[config.mk]
export PLATFORM = sky130hd
export DESIGN_NAME = flash_bank_slot_allocator
export DESIGN_NICKNAME = d
export VERILOG_FILES = /design/src/rtl/fbsa_pkg.sv /design/src/rtl/fbsa_table.sv /design/src/rtl/fbsa_unit.sv /design/src/rtl/fbsa_seq.sv /design/src/rtl/flash_bank_slot_allocator.sv
export SDC_FILE = /design/constraint.sdc
export NUM_CORES = 1
export LEC_CHECK = 0
export BUFFER_PORTS_ARGS = -buffer_cell sky130_fd_sc_hd__buf_2
export CAP_MARGIN = 5
export CORE_UTILIZATION = 65
export DETAILED_ROUTE_END_ITERATION = 6
export HOLD_SLACK_MARGIN = 0.02
export PLACE_DENSITY = 0.93
export SLEW_MARGIN = 15
export SYNTH_ARGS = -nofsm -noshare
export SYNTH_HDL_FRONTEND = slang
export SYNTH_SLANG_ARGS = --single-unit
[constraint.sdc]
create_clock -name clk_i -period 9.55 [get_ports clk_i]
set_input_delay 0.955 -clock clk_i [delete_from_list [all_inputs] [get_ports clk_i]]
set_output_delay 0.955 -clock clk_i [all_outputs]
set_load 0.005 [all_outputs]
[src/rtl/fbsa_pkg.sv]
// ----------------------------------------------------------------------------
// fbsa_pkg
// Shared types, codes and helpers of the flash bank slot allocator.
// ----------------------------------------------------------------------------
package fbsa_pkg;

  localparam int SlotCount = 4;
  localparam int SlotIdxW  = $clog2(SlotCount);
  localparam int BaseW     = 24;
  localparam int CntW      = $clog2(SlotCount + 1);
  localparam int StatesW   = 2 * SlotCount;
  localparam int InDataW   = 40;
  localparam int OutDataW  = 48;
  localparam int CfgIdxW   = 1;

  localparam int                NativeShift   = 18;  // stride 0x040000
  localparam logic [BaseW-1:0]  RegionBaseRst = 24'h3C0000;
  localparam logic [BaseW-1:0]  HalfOffsetRst = 24'h080000;

  typedef enum logic [2:0] {
    OP_CLEAR      = 3'd0,
    OP_LOAD       = 3'd1,
    OP_NATIVE     = 3'd2,
    OP_PLACE_AT   = 3'd3,
    OP_FIRST_FIT  = 3'd4,
    OP_FREE       = 3'd5,
    OP_FIND_RUN   = 3'd6,
    OP_READ       = 3'd7
  } opcode_e;

  typedef enum logic [1:0] {
    SS_FREE   = 2'd0,
    SS_NATIVE = 2'd1,
    SS_ANCHOR = 2'd2,
    SS_SHADOW = 2'd3
  } slot_state_e;

  typedef enum logic [1:0] {
    SZ_256K = 2'd0,
    SZ_512K = 2'd1,
    SZ_1M   = 2'd2,
    SZ_ODD  = 2'd3
  } slot_size_e;

  typedef enum logic [CfgIdxW-1:0] {
    CFG_REGION_BASE = 1'b0,
    CFG_HALF_OFFSET = 1'b1
  } cfg_idx_e;

  typedef enum logic [1:0] {
    UM_SCAN  = 2'd0,
    UM_EVICT = 2'd1,
    UM_RANGE = 2'd2
  } unit_mode_e;

  typedef enum logic [2:0] {
    TB_NONE   = 3'd0,
    TB_CLEAR  = 3'd1,
    TB_LOAD   = 3'd2,
    TB_NATIVE = 3'd3,
    TB_PLACE  = 3'd4,
    TB_WIPE   = 3'd5
  } tbl_op_e;

  typedef struct packed {
    opcode_e             opcode;
    logic [SlotIdxW-1:0] slot;
    slot_size_e          size;
    slot_state_e         state;
    logic [BaseW-1:0]    base;
  } item_t;

  typedef struct packed {
    tbl_op_e              op;
    logic [SlotIdxW-1:0]  slot;
    slot_size_e           size;
    slot_state_e          state;
    logic [BaseW-1:0]     base;
    logic [SlotCount-1:0] mask;
    logic [2:0]           need;
  } tbl_cmd_t;

  typedef struct packed {
    logic [SlotCount-1:0] wipe;
    logic [2:0]           run;
    logic                 hit;
    logic [SlotIdxW-1:0]  pos;
  } unit_res_t;

  typedef struct packed {
    logic                ok;
    logic [SlotIdxW-1:0] chosen;
    logic                base_valid;
  } seq_res_t;

  function automatic logic [2:0] span_of(slot_size_e sz);
    logic [2:0] span;
    unique case (sz)
      SZ_1M:   span = 3'd4;
      SZ_512K: span = 3'd2;
      SZ_256K: span = 3'd1;
      SZ_ODD:  span = 3'd1;
    endcase
    return span;
  endfunction

  function automatic logic [BaseW-1:0] native_base(logic [SlotIdxW-1:0] slot);
    return BaseW'(slot) << NativeShift;
  endfunction

  function automatic slot_state_e slot_state_at(logic [StatesW-1:0] v,
                                                logic [SlotIdxW-1:0] i);
    return slot_state_e'(v[2*i +: 2]);
  endfunction

  function automatic slot_size_e slot_size_at(logic [StatesW-1:0] v,
                                              logic [SlotIdxW-1:0] i);
    return slot_size_e'(v[2*i +: 2]);
  endfunction

  function automatic logic [CntW-1:0] count_free(logic [StatesW-1:0] v);
    logic [CntW-1:0] n;
    n = '0;
    for (int j = 0; j < SlotCount; j++) begin
      if (v[2*j +: 2] == SS_FREE) begin
        n = n + CntW'(1);
      end
    end
    return n;
  endfunction

endpackage

[src/rtl/fbsa_table.sv]
// ----------------------------------------------------------------------------
// fbsa_table
// Slot table: state, size code and base of every slot, updated by one
// command per cycle.
// ----------------------------------------------------------------------------
module fbsa_table import fbsa_pkg::*; (
  input  logic                clk_i,
  input  logic                rst_ni,
  input  tbl_cmd_t            cmd_i,
  input  logic [SlotIdxW-1:0] rd_addr_i,
  output logic [StatesW-1:0]  states_o,
  output logic [StatesW-1:0]  sizes_o,
  output logic [BaseW-1:0]    rd_base_o
);

  slot_state_e      state_q [SlotCount];
  slot_state_e      state_d [SlotCount];
  slot_size_e       size_q  [SlotCount];
  slot_size_e       size_d  [SlotCount];
  logic [BaseW-1:0] base_q  [SlotCount];
  logic [BaseW-1:0] base_d  [SlotCount];

  always_comb begin
    for (int j = 0; j < SlotCount; j++) begin
      state_d[j] = state_q[j];
      size_d[j]  = size_q[j];
      base_d[j]  = base_q[j];
    end
    unique case (cmd_i.op)
      TB_CLEAR: begin
        for (int j = 0; j < SlotCount; j++) begin
          state_d[j] = SS_FREE;
          size_d[j]  = SZ_256K;
          base_d[j]  = '0;
        end
      end
      TB_LOAD: begin
        state_d[cmd_i.slot] = cmd_i.state;
        if (cmd_i.state == SS_NATIVE) begin
          size_d[cmd_i.slot] = SZ_256K;
          base_d[cmd_i.slot] = native_base(cmd_i.slot);
        end else begin
          size_d[cmd_i.slot] = cmd_i.size;
          base_d[cmd_i.slot] = cmd_i.base;
        end
      end
      TB_NATIVE: begin
        state_d[cmd_i.slot] = SS_NATIVE;
        size_d[cmd_i.slot]  = SZ_256K;
        base_d[cmd_i.slot]  = native_base(cmd_i.slot);
      end
      TB_PLACE: begin
        for (int j = 0; j < SlotCount; j++) begin
          if (cmd_i.mask[j]) begin
            state_d[j] = SS_FREE;
            size_d[j]  = SZ_256K;
            base_d[j]  = '0;
          end
          if (3'(j) == 3'(cmd_i.slot)) begin
            state_d[j] = SS_ANCHOR;
            size_d[j]  = cmd_i.size;
            base_d[j]  = cmd_i.base;
          end else if (3'(j) > 3'(cmd_i.slot) &&
                       3'(j) < 3'(cmd_i.slot) + cmd_i.need) begin
            state_d[j] = SS_SHADOW;
            size_d[j]  = SZ_256K;
            base_d[j]  = '0;
          end
        end
      end
      TB_WIPE: begin
        for (int j = 0; j < SlotCount; j++) begin
          if (cmd_i.mask[j]) begin
            state_d[j] = SS_FREE;
            size_d[j]  = SZ_256K;
            base_d[j]  = '0;
          end
        end
      end
      default: ;
    endcase
  end

  always_ff @(posedge clk_i or negedge rst_ni) begin
    if (!rst_ni) begin
      for (int j = 0; j < SlotCount; j++) begin
        state_q[j] <= SS_FREE;
        size_q[j]  <= SZ_256K;
        base_q[j]  <= '0;
      end
    end else begin
      for (int j = 0; j < SlotCount; j++) begin
        state_q[j] <= state_d[j];
        size_q[j]  <= size_d[j];
        base_q[j]  <= base_d[j];
      end
    end
  end

  always_comb begin
    for (int j = 0; j < SlotCount; j++) begin
      states_o[2*j +: 2] = state_q[j];
      sizes_o[2*j +: 2]  = size_q[j];
    end
  end

  assign rd_base_o = base_q[rd_addr_i];

endmodule

[src/rtl/fbsa_unit.sv]
// ----------------------------------------------------------------------------
// fbsa_unit
// Shared slot evaluator: examines the slot under the cursor for a free-run
// scan, an eviction pass or a range wipe.
// ----------------------------------------------------------------------------
module fbsa_unit import fbsa_pkg::*; (
  input  unit_mode_e          mode_i,
  input  logic [SlotIdxW-1:0] cursor_i,
  input  slot_state_e         cur_state_i,
  input  slot_size_e          cur_size_i,
  input  logic [SlotIdxW-1:0] at_i,
  input  logic [2:0]          need_i,
  input  logic [2:0]          run_i,
  input  logic                found_i,
  output unit_res_t           res_o
);

  logic [2:0] cur;
  logic [2:0] run_end;
  logic [2:0] anchor_end;
  logic       in_run;
  logic       overlap;
  logic       is_free;

  assign cur        = 3'(cursor_i);
  assign run_end    = 3'(at_i) + need_i;
  assign anchor_end = cur + span_of(cur_size_i);
  assign in_run     = (cur >= 3'(at_i)) && (cur < run_end);
  assign overlap    = (cur < run_end) && (3'(at_i) < anchor_end);
  assign is_free    = (cur_state_i == SS_FREE);

  always_comb begin
    res_o = '0;
    unique case (mode_i)
      UM_SCAN: begin
        res_o.run = is_free ? 3'(run_i + 3'd1) : 3'd0;
        res_o.hit = is_free && !found_i && (res_o.run == need_i);
        res_o.pos = SlotIdxW'(cur + 3'd1 - need_i);
      end
      UM_EVICT: begin
        if (cur_state_i == SS_ANCHOR && overlap) begin
          for (int j = 0; j < SlotCount; j++) begin
            res_o.wipe[j] = (3'(j) >= cur) && (3'(j) < anchor_end);
          end
        end else if (cur_state_i == SS_NATIVE && in_run) begin
          res_o.wipe[cursor_i] = 1'b1;
        end
      end
      UM_RANGE: begin
        res_o.wipe[cursor_i] = in_run;
      end
      default: ;
    endcase
  end

endmodule

[src/rtl/fbsa_seq.sv]
// ----------------------------------------------------------------------------
// fbsa_seq
// Operation sequencer: walks the slots through the shared evaluator,
// checks placements, tries first-fit candidates and issues table updates.
// ----------------------------------------------------------------------------
module fbsa_seq import fbsa_pkg::*; (
  input  logic                clk_i,
  input  logic                rst_ni,
  input  logic                start_i,
  input  item_t               item_i,
  output logic                ready_o,
  input  logic [StatesW-1:0]  states_i,
  input  logic [StatesW-1:0]  sizes_i,
  input  logic [BaseW-1:0]    region_base_i,
  input  logic [BaseW-1:0]    half_offset_i,
  output tbl_cmd_t            cmd_o,
  output logic                done_o,
  output seq_res_t            res_o,
  input  logic                take_i
);

  typedef enum logic [5:0] {
    S_IDLE  = 6'b000001,
    S_START = 6'b000010,
    S_WALK  = 6'b000100,
    S_CHECK = 6'b001000,
    S_APPLY = 6'b010000,
    S_DONE  = 6'b100000
  } seq_state_e;

  seq_state_e           state_q, state_d;
  item_t                item_q, item_d;
  unit_mode_e           mode_q, mode_d;
  logic [SlotIdxW-1:0]  cursor_q, cursor_d;
  logic [SlotIdxW-1:0]  at_q, at_d;
  logic [2:0]           need_q, need_d;
  logic [2:0]           run_q, run_d;
  logic [SlotCount-1:0] mask_q, mask_d;
  logic                 ok_q, ok_d;
  logic [SlotIdxW-1:0]  chosen_q, chosen_d;

  slot_state_e          cur_state;
  slot_size_e           cur_size;
  unit_res_t            unit_res;
  slot_state_e          tgt_state;
  slot_size_e           tgt_size;
  logic [2:0]           span_sz;
  logic                 size_ok;
  logic                 aligned;
  logic [3:0]           next_at;
  logic                 more;
  logic [SlotCount-1:0] occ;
  logic [SlotCount-1:0] rmask;
  logic                 place_ok;
  logic [BaseW-1:0]     place_base;

  assign cur_state = mask_q[cursor_q] ? SS_FREE : slot_state_at(states_i, cursor_q);
  assign cur_size  = slot_size_at(sizes_i, cursor_q);
  assign tgt_state = slot_state_at(states_i, item_q.slot);
  assign tgt_size  = slot_size_at(sizes_i, item_q.slot);
  assign span_sz   = span_of(item_q.size);
  assign size_ok   = (item_q.size == SZ_512K) || (item_q.size == SZ_1M);
  assign aligned   = (4'(item_q.slot) + 4'(span_sz) <= 4'(SlotCount)) &&
                     !(item_q.size == SZ_512K && item_q.slot[0]) &&
                     !(item_q.size == SZ_1M && item_q.slot != '0);
  assign next_at   = 4'(at_q) + 4'(need_q);
  assign more      = (next_at + 4'(need_q)) <= 4'(SlotCount);

  always_comb begin
    for (int j = 0; j < SlotCount; j++) begin
      occ[j]   = (slot_state_at(states_i, SlotIdxW'(j)) != SS_FREE) && !mask_q[j];
      rmask[j] = (4'(j) >= 4'(at_q)) && (4'(j) < next_at);
    end
  end

  assign place_ok   = ((occ & rmask) == '0) && (item_q.size != SZ_1M || occ == '0);
  assign place_base = (item_q.size == SZ_512K && at_q[1]) ?
                      BaseW'(region_base_i + half_offset_i) : region_base_i;

  fbsa_unit u_unit (
    .mode_i      (mode_q),
    .cursor_i    (cursor_q),
    .cur_state_i (cur_state),
    .cur_size_i  (cur_size),
    .at_i        (at_q),
    .need_i      (need_q),
    .run_i       (run_q),
    .found_i     (ok_q),
    .res_o       (unit_res)
  );

  always_comb begin
    state_d  = state_q;
    item_d   = item_q;
    mode_d   = mode_q;
    cursor_d = cursor_q;
    at_d     = at_q;
    need_d   = need_q;
    run_d    = run_q;
    mask_d   = mask_q;
    ok_d     = ok_q;
    chosen_d = chosen_q;
    cmd_o    = '0;
    unique case (state_q)
      S_IDLE: begin
        if (start_i) begin
          item_d  = item_i;
          state_d = S_START;
        end
      end
      S_START: begin
        ok_d     = 1'b0;
        chosen_d = '0;
        mask_d   = '0;
        cursor_d = '0;
        run_d    = '0;
        at_d     = item_q.slot;
        state_d  = S_DONE;
        unique case (item_q.opcode)
          OP_CLEAR: begin
            ok_d    = 1'b1;
            state_d = S_APPLY;
          end
          OP_LOAD: begin
            ok_d     = 1'b1;
            chosen_d = item_q.slot;
            state_d  = S_APPLY;
          end
          OP_READ: begin
            ok_d     = 1'b1;
            chosen_d = item_q.slot;
          end
          OP_NATIVE: begin
            mode_d  = UM_SCAN;
            need_d  = 3'd1;
            state_d = S_WALK;
          end
          OP_FIND_RUN: begin
            mode_d  = UM_SCAN;
            need_d  = span_sz;
            state_d = S_WALK;
          end
          OP_FREE: begin
            mode_d = UM_RANGE;
            need_d = (tgt_state == SS_ANCHOR) ? span_of(tgt_size) : 3'd1;
            if (tgt_state == SS_ANCHOR || tgt_state == SS_NATIVE) begin
              ok_d     = 1'b1;
              chosen_d = item_q.slot;
              state_d  = S_WALK;
            end
          end
          OP_PLACE_AT: begin
            mode_d = UM_EVICT;
            need_d = span_sz;
            if (size_ok && aligned) begin
              state_d = S_WALK;
            end
          end
          OP_FIRST_FIT: begin
            mode_d = UM_EVICT;
            need_d = span_sz;
            at_d   = '0;
            if (size_ok) begin
              state_d = S_WALK;
            end
          end
        endcase
      end
      S_WALK: begin
        mask_d   = mask_q | unit_res.wipe;
        run_d    = unit_res.run;
        cursor_d = SlotIdxW'(cursor_q + 1'b1);
        if (unit_res.hit) begin
          ok_d     = 1'b1;
          chosen_d = unit_res.pos;
        end
        if (cursor_q == SlotIdxW'(SlotCount - 1)) begin
          state_d = (mode_q == UM_EVICT) ? S_CHECK : S_APPLY;
        end
      end
      S_CHECK: begin
        if (place_ok) begin
          ok_d     = 1'b1;
          chosen_d = at_q;
          state_d  = S_APPLY;
        end else if (item_q.opcode == OP_FIRST_FIT && more) begin
          at_d     = SlotIdxW'(next_at);
          mask_d   = '0;
          cursor_d = '0;
          state_d  = S_WALK;
        end else begin
          state_d = S_DONE;
        end
      end
      S_APPLY: begin
        state_d = S_DONE;
        unique case (item_q.opcode)
          OP_CLEAR: cmd_o.op = TB_CLEAR;
          OP_LOAD: begin
            cmd_o.op    = TB_LOAD;
            cmd_o.slot  = item_q.slot;
            cmd_o.size  = item_q.size;
            cmd_o.state = item_q.state;
            cmd_o.base  = item_q.base;
          end
          OP_NATIVE: begin
            cmd_o.op   = ok_q ? TB_NATIVE : TB_NONE;
            cmd_o.slot = chosen_q;
          end
          OP_FREE: begin
            cmd_o.op   = TB_WIPE;
            cmd_o.mask = mask_q;
          end
          OP_PLACE_AT, OP_FIRST_FIT: begin
            cmd_o.op   = TB_PLACE;
            cmd_o.slot = at_q;
            cmd_o.size = item_q.size;
            cmd_o.base = place_base;
            cmd_o.mask = mask_q;
            cmd_o.need = need_q;
          end
          OP_FIND_RUN, OP_READ: cmd_o.op = TB_NONE;
        endcase
      end
      S_DONE: begin
        if (take_i) begin
          state_d = S_IDLE;
        end
      end
      default: state_d = S_IDLE;
    endcase
  end

  always_ff @(posedge clk_i or negedge rst_ni) begin
    if (!rst_ni) begin
      state_q  <= S_IDLE;
      ok_q     <= 1'b0;
      chosen_q <= '0;
      mode_q   <= UM_SCAN;
      cursor_q <= '0;
    end else begin
      state_q  <= state_d;
      ok_q     <= ok_d;
      chosen_q <= chosen_d;
      mode_q   <= mode_d;
      cursor_q <= cursor_d;
    end
  end

  always_ff @(posedge clk_i) begin
    item_q <= item_d;
    at_q   <= at_d;
    need_q <= need_d;
    run_q  <= run_d;
    mask_q <= mask_d;
  end

  assign ready_o          = (state_q == S_IDLE);
  assign done_o           = (state_q == S_DONE);
  assign res_o.ok         = ok_q;
  assign res_o.chosen     = chosen_q;
  assign res_o.base_valid = (item_q.opcode != OP_CLEAR) && (item_q.opcode != OP_FIND_RUN);

endmodule

[src/rtl/flash_bank_slot_allocator.sv]
// ----------------------------------------------------------------------------
// flash_bank_slot_allocator
// Four-slot flash bank layout table with placement, eviction and free-run
// search, driven one operation per stream transaction.
// ----------------------------------------------------------------------------
// Each operation is decoded; where needed it walks every slot through the shared slot
// evaluator, checks a placement or tries first-fit candidates and issues its table
// update, then its result is registered. One item at a time, the next taken the cycle
// after its result is registered. Reset clears every slot and loads the region defaults.
module flash_bank_slot_allocator import fbsa_pkg::*; (
  input  logic                clk_i,
  input  logic                rst_ni,
  input  logic                s_axis_tvalid_i,
  output logic                s_axis_tready_o,
  // opcode, slot_index, size, entry_state, entry_base, zero pad
  input  logic [InDataW-1:0]  s_axis_tdata_i,
  output logic                m_axis_tvalid_o,
  input  logic                m_axis_tready_i,
  // success, chosen_slot, placed_base, read_state, read_size,
  // all_states, free_count, zero pad
  output logic [OutDataW-1:0] m_axis_tdata_o,
  input  logic                cfg_valid_i,
  output logic                cfg_ready_o,
  input  logic [CfgIdxW-1:0]  cfg_index_i,
  input  logic [BaseW-1:0]    cfg_data_i
);

  logic [BaseW-1:0]    region_base_q, region_base_d;
  logic [BaseW-1:0]    half_offset_q, half_offset_d;
  logic                out_valid_q, out_valid_d;
  logic [OutDataW-1:0] out_data_q, out_data_d;

  item_t               item;
  logic                start;
  logic                seq_ready;
  logic                seq_done;
  seq_res_t            seq_res;
  tbl_cmd_t            tbl_cmd;
  logic [StatesW-1:0]  states;
  logic [StatesW-1:0]  sizes;
  logic [BaseW-1:0]    rd_base;
  logic                out_load;

  assign item.opcode = opcode_e'(s_axis_tdata_i[2:0]);
  assign item.slot   = s_axis_tdata_i[4:3];
  assign item.size   = slot_size_e'(s_axis_tdata_i[6:5]);
  assign item.state  = slot_state_e'(s_axis_tdata_i[8:7]);
  assign item.base   = s_axis_tdata_i[32:9];

  assign s_axis_tready_o = seq_ready;
  assign start           = s_axis_tvalid_i && seq_ready;
  assign cfg_ready_o     = 1'b1;

  always_comb begin
    region_base_d = region_base_q;
    half_offset_d = half_offset_q;
    if (cfg_valid_i) begin
      unique case (cfg_idx_e'(cfg_index_i))
        CFG_REGION_BASE: region_base_d = cfg_data_i;
        CFG_HALF_OFFSET: half_offset_d = cfg_data_i;
      endcase
    end
  end

  always_ff @(posedge clk_i or negedge rst_ni) begin
    if (!rst_ni) begin
      region_base_q <= RegionBaseRst;
      half_offset_q <= HalfOffsetRst;
    end else begin
      region_base_q <= region_base_d;
      half_offset_q <= half_offset_d;
    end
  end

  fbsa_seq u_seq (
    .clk_i         (clk_i),
    .rst_ni        (rst_ni),
    .start_i       (start),
    .item_i        (item),
    .ready_o       (seq_ready),
    .states_i      (states),
    .sizes_i       (sizes),
    .region_base_i (region_base_q),
    .half_offset_i (half_offset_q),
    .cmd_o         (tbl_cmd),
    .done_o        (seq_done),
    .res_o         (seq_res),
    .take_i        (out_load)
  );

  fbsa_table u_table (
    .clk_i     (clk_i),
    .rst_ni    (rst_ni),
    .cmd_i     (tbl_cmd),
    .rd_addr_i (seq_res.chosen),
    .states_o  (states),
    .sizes_o   (sizes),
    .rd_base_o (rd_base)
  );

  assign out_load = seq_done && (!out_valid_q || m_axis_tready_i);

  always_comb begin
    out_data_d = {6'b0,
                  count_free(states),
                  states,
                  slot_size_at(sizes, seq_res.chosen),
                  slot_state_at(states, seq_res.chosen),
                  (seq_res.ok && seq_res.base_valid) ? rd_base : BaseW'(0),
                  seq_res.chosen,
                  seq_res.ok};
    out_valid_d = out_valid_q;
    if (out_load) begin
      out_valid_d = 1'b1;
    end else if (m_axis_tready_i) begin
      out_valid_d = 1'b0;
    end
  end

  always_ff @(posedge clk_i or negedge rst_ni) begin
    if (!rst_ni) begin
      out_valid_q <= 1'b0;
    end else begin
      out_valid_q <= out_valid_d;
    end
  end

  always_ff @(posedge clk_i) begin
    if (out_load) begin
      out_data_q <= out_data_d;
    end
  end

  assign m_axis_tvalid_o = out_valid_q;
  assign m_axis_tdata_o  = out_data_q;

endmodule

==> results.cfg <==
[min_path]
whs_endpoint = u_table.base_q[8]
hp-start = u_table.base_q[8]
hold_class = reg -> reg
holdPathStages = 2

[synth]
ys_seq_elements = 261
ys_async_sr_fraction = 0.6667
synth_compound_area_frac = 0.1697
synth-adder-area-share = 0.05701
synth-xor-area-share = 0.01764
synth-edff-count = 87
synth.distinct_cells = 94
synth_top_family_by_area = compound AO/OA/AOI/OAI gates
synth-simple-area-share = 0.1335
synth_top_flop_cell = dfrtp_1
netlist_instances = 1315
syn_area_um2 = 14400
syn-mean-instance-area_um2 = 10.95
yosys_warnings = 0
muxShareOfSynthArea = 0.1019
yosysSeqAreaShare = 0.4844

[die]
io_pins = 121
core_region_area_um2 = 21760
start_util = 0.6618
die_w_um = 150.8
dieHeight_um = 150.8
dieArea_um2 = 22750
rows = 54

[cells_and_area]
final_area_um2 = 16060
nNetsFinal = 1542
diodes = 0
drive_gt1_frac = 0.2187
area_delta_synth_final_pct = 11.58
num-fill-cells = 1425

[timing]
fin_worst_skew_ns = 0.01265
holdWs_ns = 0.4788
hold_violations = 0
fmax_ghz = 0.2083
setup_viol = 0
fin_crit_ns = 4.801
post-route-period-util = 0.5027
tightest_slew_ns = 1.156
slew_violations = 0
rsz0062_at_grt = no
maxSlewHeadroom = 0.2275
fin_setup_tns_ns = 0

[placement]
routabilityCongestion = 0.9365
numPortBuffers = 106
hpwl_um = 25760
place_area_um2 = 15100

[clocking]
numCtsBuffers = 27
postCtsSetupBuffers = 0
cts_resized = 0
root_buffer = clkbuf_16
tritoncts = done
clk_latency_ns = 0.55
cts.sinks = 261
h-tree-depth = 1
clk_path_buf_depth = 3
cts.hold.buffers_added = 0
path_clk_slew_ns = 0.06

[pwr]
p_leak_nw = 6.728
powerDensity_nw_per_um2 = 222.6
ir_drop_uv = 202.6

[drt]
route.antenna.remaining_nets = 0
wire_per_inst_um = 21.75
drt_first_pass_iters = 5
vias = 11463
first_iter_violations = 1272
vias_per_cell = 6.700
drt-total-wl_um = 37220
drc = 0

[global_routing]
grt_first_pass_wirelength_um = 59080
grt_util_all_layers = 0.3376
grt_pass1_vias = 11139
antenna_found_initial = 0
grt_start_max_net_pins = 89
grt.overflow.total = 0

[critical_path]
worstSetupEndpointType = register
r2r_end = u_table.base_q[57]
rr_startpoint = u_seq.item_q[31]
required_ns = 10.01
regToRegSetupSlack_ns = 4.75
ff2ff_path_depth = 14
worst-setup-path-type = reg -> reg
crit_arrival_ns = 5.26
crit_fanout = 22
cp-start-kind = register

[job]
maxCapViolations = 0

[run_status]
status = finished clean
==> state kept, by name, indices dropped and copies added (netlist names), 4 cells and up <==
name              count
half_offset_q        24
u_seq.mask_q          4
u_seq.state_q         6
m_axis_tdata_o       42
u_table.states_o      8
region_base_q        24
u_seq.item_q         33
u_table.sizes_o       8
u_table.base_q       96
==> cell usage after synthesis (6+ instances only) <==
cell type / n / share of area
dfrtp_1: 168 / 0.29
nand2_1: 159 / 0.041
o21ai_0: 98 / 0.034
edfxtp_1: 87 / 0.18
nor2_1: 86 / 0.022
a21oi_1: 79 / 0.027
ha_1: 56 / 0.049
mux2_2: 51 / 0.040
inv_1: 46 / 0.012
mux4_2: 37 / 0.058
nor2b_1: 36 / 0.016
clkbuf_1: 28 / 0.0073
nand3_1: 23 / 0.0080
a21o_1: 22 / 0.011
o21ai_1: 20 / 0.0070
a22o_1: 19 / 0.012
a22oi_1: 16 / 0.0083
xor2_1: 15 / 0.0091
xnor2_1: 14 / 0.0085
nand2b_1: 12 / 0.0052
a32o_1: 11 / 0.0076
and2_1: 11 / 0.0048
buf_2: 10 / 0.0035
buf_4: 10 / 0.0052
nor3_1: 9 / 0.0031
o211ai_1: 9 / 0.0047
a211oi_1: 8 / 0.0042
a31oi_1: 8 / 0.0035
or3_1: 8 / 0.0035
buf_6: 7 / 0.0055
o22ai_1: 7 / 0.0030
buf_1: 6 / 0.0016
dfstp_2: 6 / 0.011
fa_1: 6 / 0.0083
mux2i_1: 6 / 0.0042
o21a_1: 6 / 0.0031
==> metrics by stage <==
| stage | std cells | power (W) | util | setup WS [ns] |
|---|---|---|---|---|
| 2_1_floorplan | 1320 | 0.002194 | - | 5.944 |
| 4_1_cts | 1709 | 0.003557 | 0.7362 | 4.838 |
| 3_3_place_gp | 1659 | 0.002451 | 0.6940 | 4.910 |
| 6_report | 1711 | 0.003575 | 0.7384 | 4.749 |
| 3_5_place_dp | 1659 | 0.002492 | 0.6940 | 4.866 |
| 5_1_grt | 1711 | 0.003742 | 0.7384 | 4.529 |
==> critical path, stage by stage (launching register included) <==
cell	delay, ns
edfxtp_1	0.80
and2b_1	0.33
nand2_2	0.13
nand2_1	0.31
nand2_2	0.24
nor2_1	0.15
ha_1	0.16
inv_1	0.05
fa_1	0.42
xor2_1	0.36
a21oi_2	0.14
nor3_2	0.43
a21o_1	0.82
o21bai_1	0.23
o2bb2ai_1	0.13
==> how the worst max path moves through the flow <==
stage / from / end / slack [ns] / cells past startpoint
2_1_floorplan: u_seq.cursor_q[0] / u_seq.mask_q[1] / 5.94 / 16
3_3_place_gp: u_seq.item_q[31] / u_table.base_q[57] / 4.91 / 14
3_5_place_dp: u_seq.item_q[31] / u_table.base_q[57] / 4.87 / 14
4_1_cts: u_seq.item_q[31] / u_table.base_q[57] / 4.84 / 14
5_1_grt: u_seq.item_q[31] / u_table.base_q[59] / 4.53 / 14
6_report: u_seq.item_q[31] / u_table.base_q[57] / 4.75 / 14
==> where the power goes <==
group          internal [W]  switching (W)
logic              0.000419       0.000640
registers           0.00131       0.000135
clock network      0.000629       0.000445
==> kinds of logic (layout without fill, tap and decap cells) <==
kind of cell               after synthesis  after routing
adders and majority gates               62             62
AOI/OAI and AO/OA                      366            366
other                                    2              7
and+or+nand+nor                        393            393
muxes                                   94             94
DFF                                    261            261
buffers and inverters                  108            219
xor gates and xnor gates                29             29
==> layout make-up <==
class | instances | area [um^2] | area share
clock buffers | 39 | 824.5 | 0.05133
clock inverters | 11 | 93.84 | 0.005842
multi-input cells | 951 | 6955 | 0.4330
well taps | 280 | 350.3 | 0.02181
repair buffers | 122 | 689.4 | 0.04292
flip-flops and latches | 261 | 6974 | 0.4341
inverters | 47 | 176.4 | 0.01098
==> routing by layer <==
layer | GRT usage | vias up | wire length [um]
li1 | - | 5006 | -
met4 | 0.1235 | 0 | 1202
met1 | 0.4722 | 5553 | 14270
met5 | 0 | - | 0
met3 | 0.06476 | 127 | 4295
met2 | 0.5282 | 777 | 17450
==> placed cells by master (no fill, tap or decap), types with 6 or more instances in the layout <==
master	synthesis	final
dfrtp_1	168	168
mux2i_1	6	6
clkinv_2	0	6
o21ai_1	20	20
a22o_1	19	19
nor3_1	9	9
nand2b_1	12	12
mux2_2	51	51
a21oi_1	79	79
mux4_2	37	37
ha_1	56	56
buf_2	10	105
o22ai_1	7	7
a21o_1	22	22
nand2_1	159	159
nand3_1	23	23
a22oi_1	16	16
fa_1	6	6
xnor2_1	14	14
nor2_1	86	86
dfstp_2	6	6
o21ai_0	98	98
buf_4	10	14
a31oi_1	8	8
o211ai_1	9	9
a32o_1	11	11
nor2b_1	36	34
and2_1	11	11
clkbuf_16	0	30
o21a_1	6	6
a211oi_1	8	8
inv_1	46	46
conb_1	2	7
xor2_1	15	15
edfxtp_1	87	87
or3_1	8	8
No activity file was read; power rests on OpenSTA's default activity.
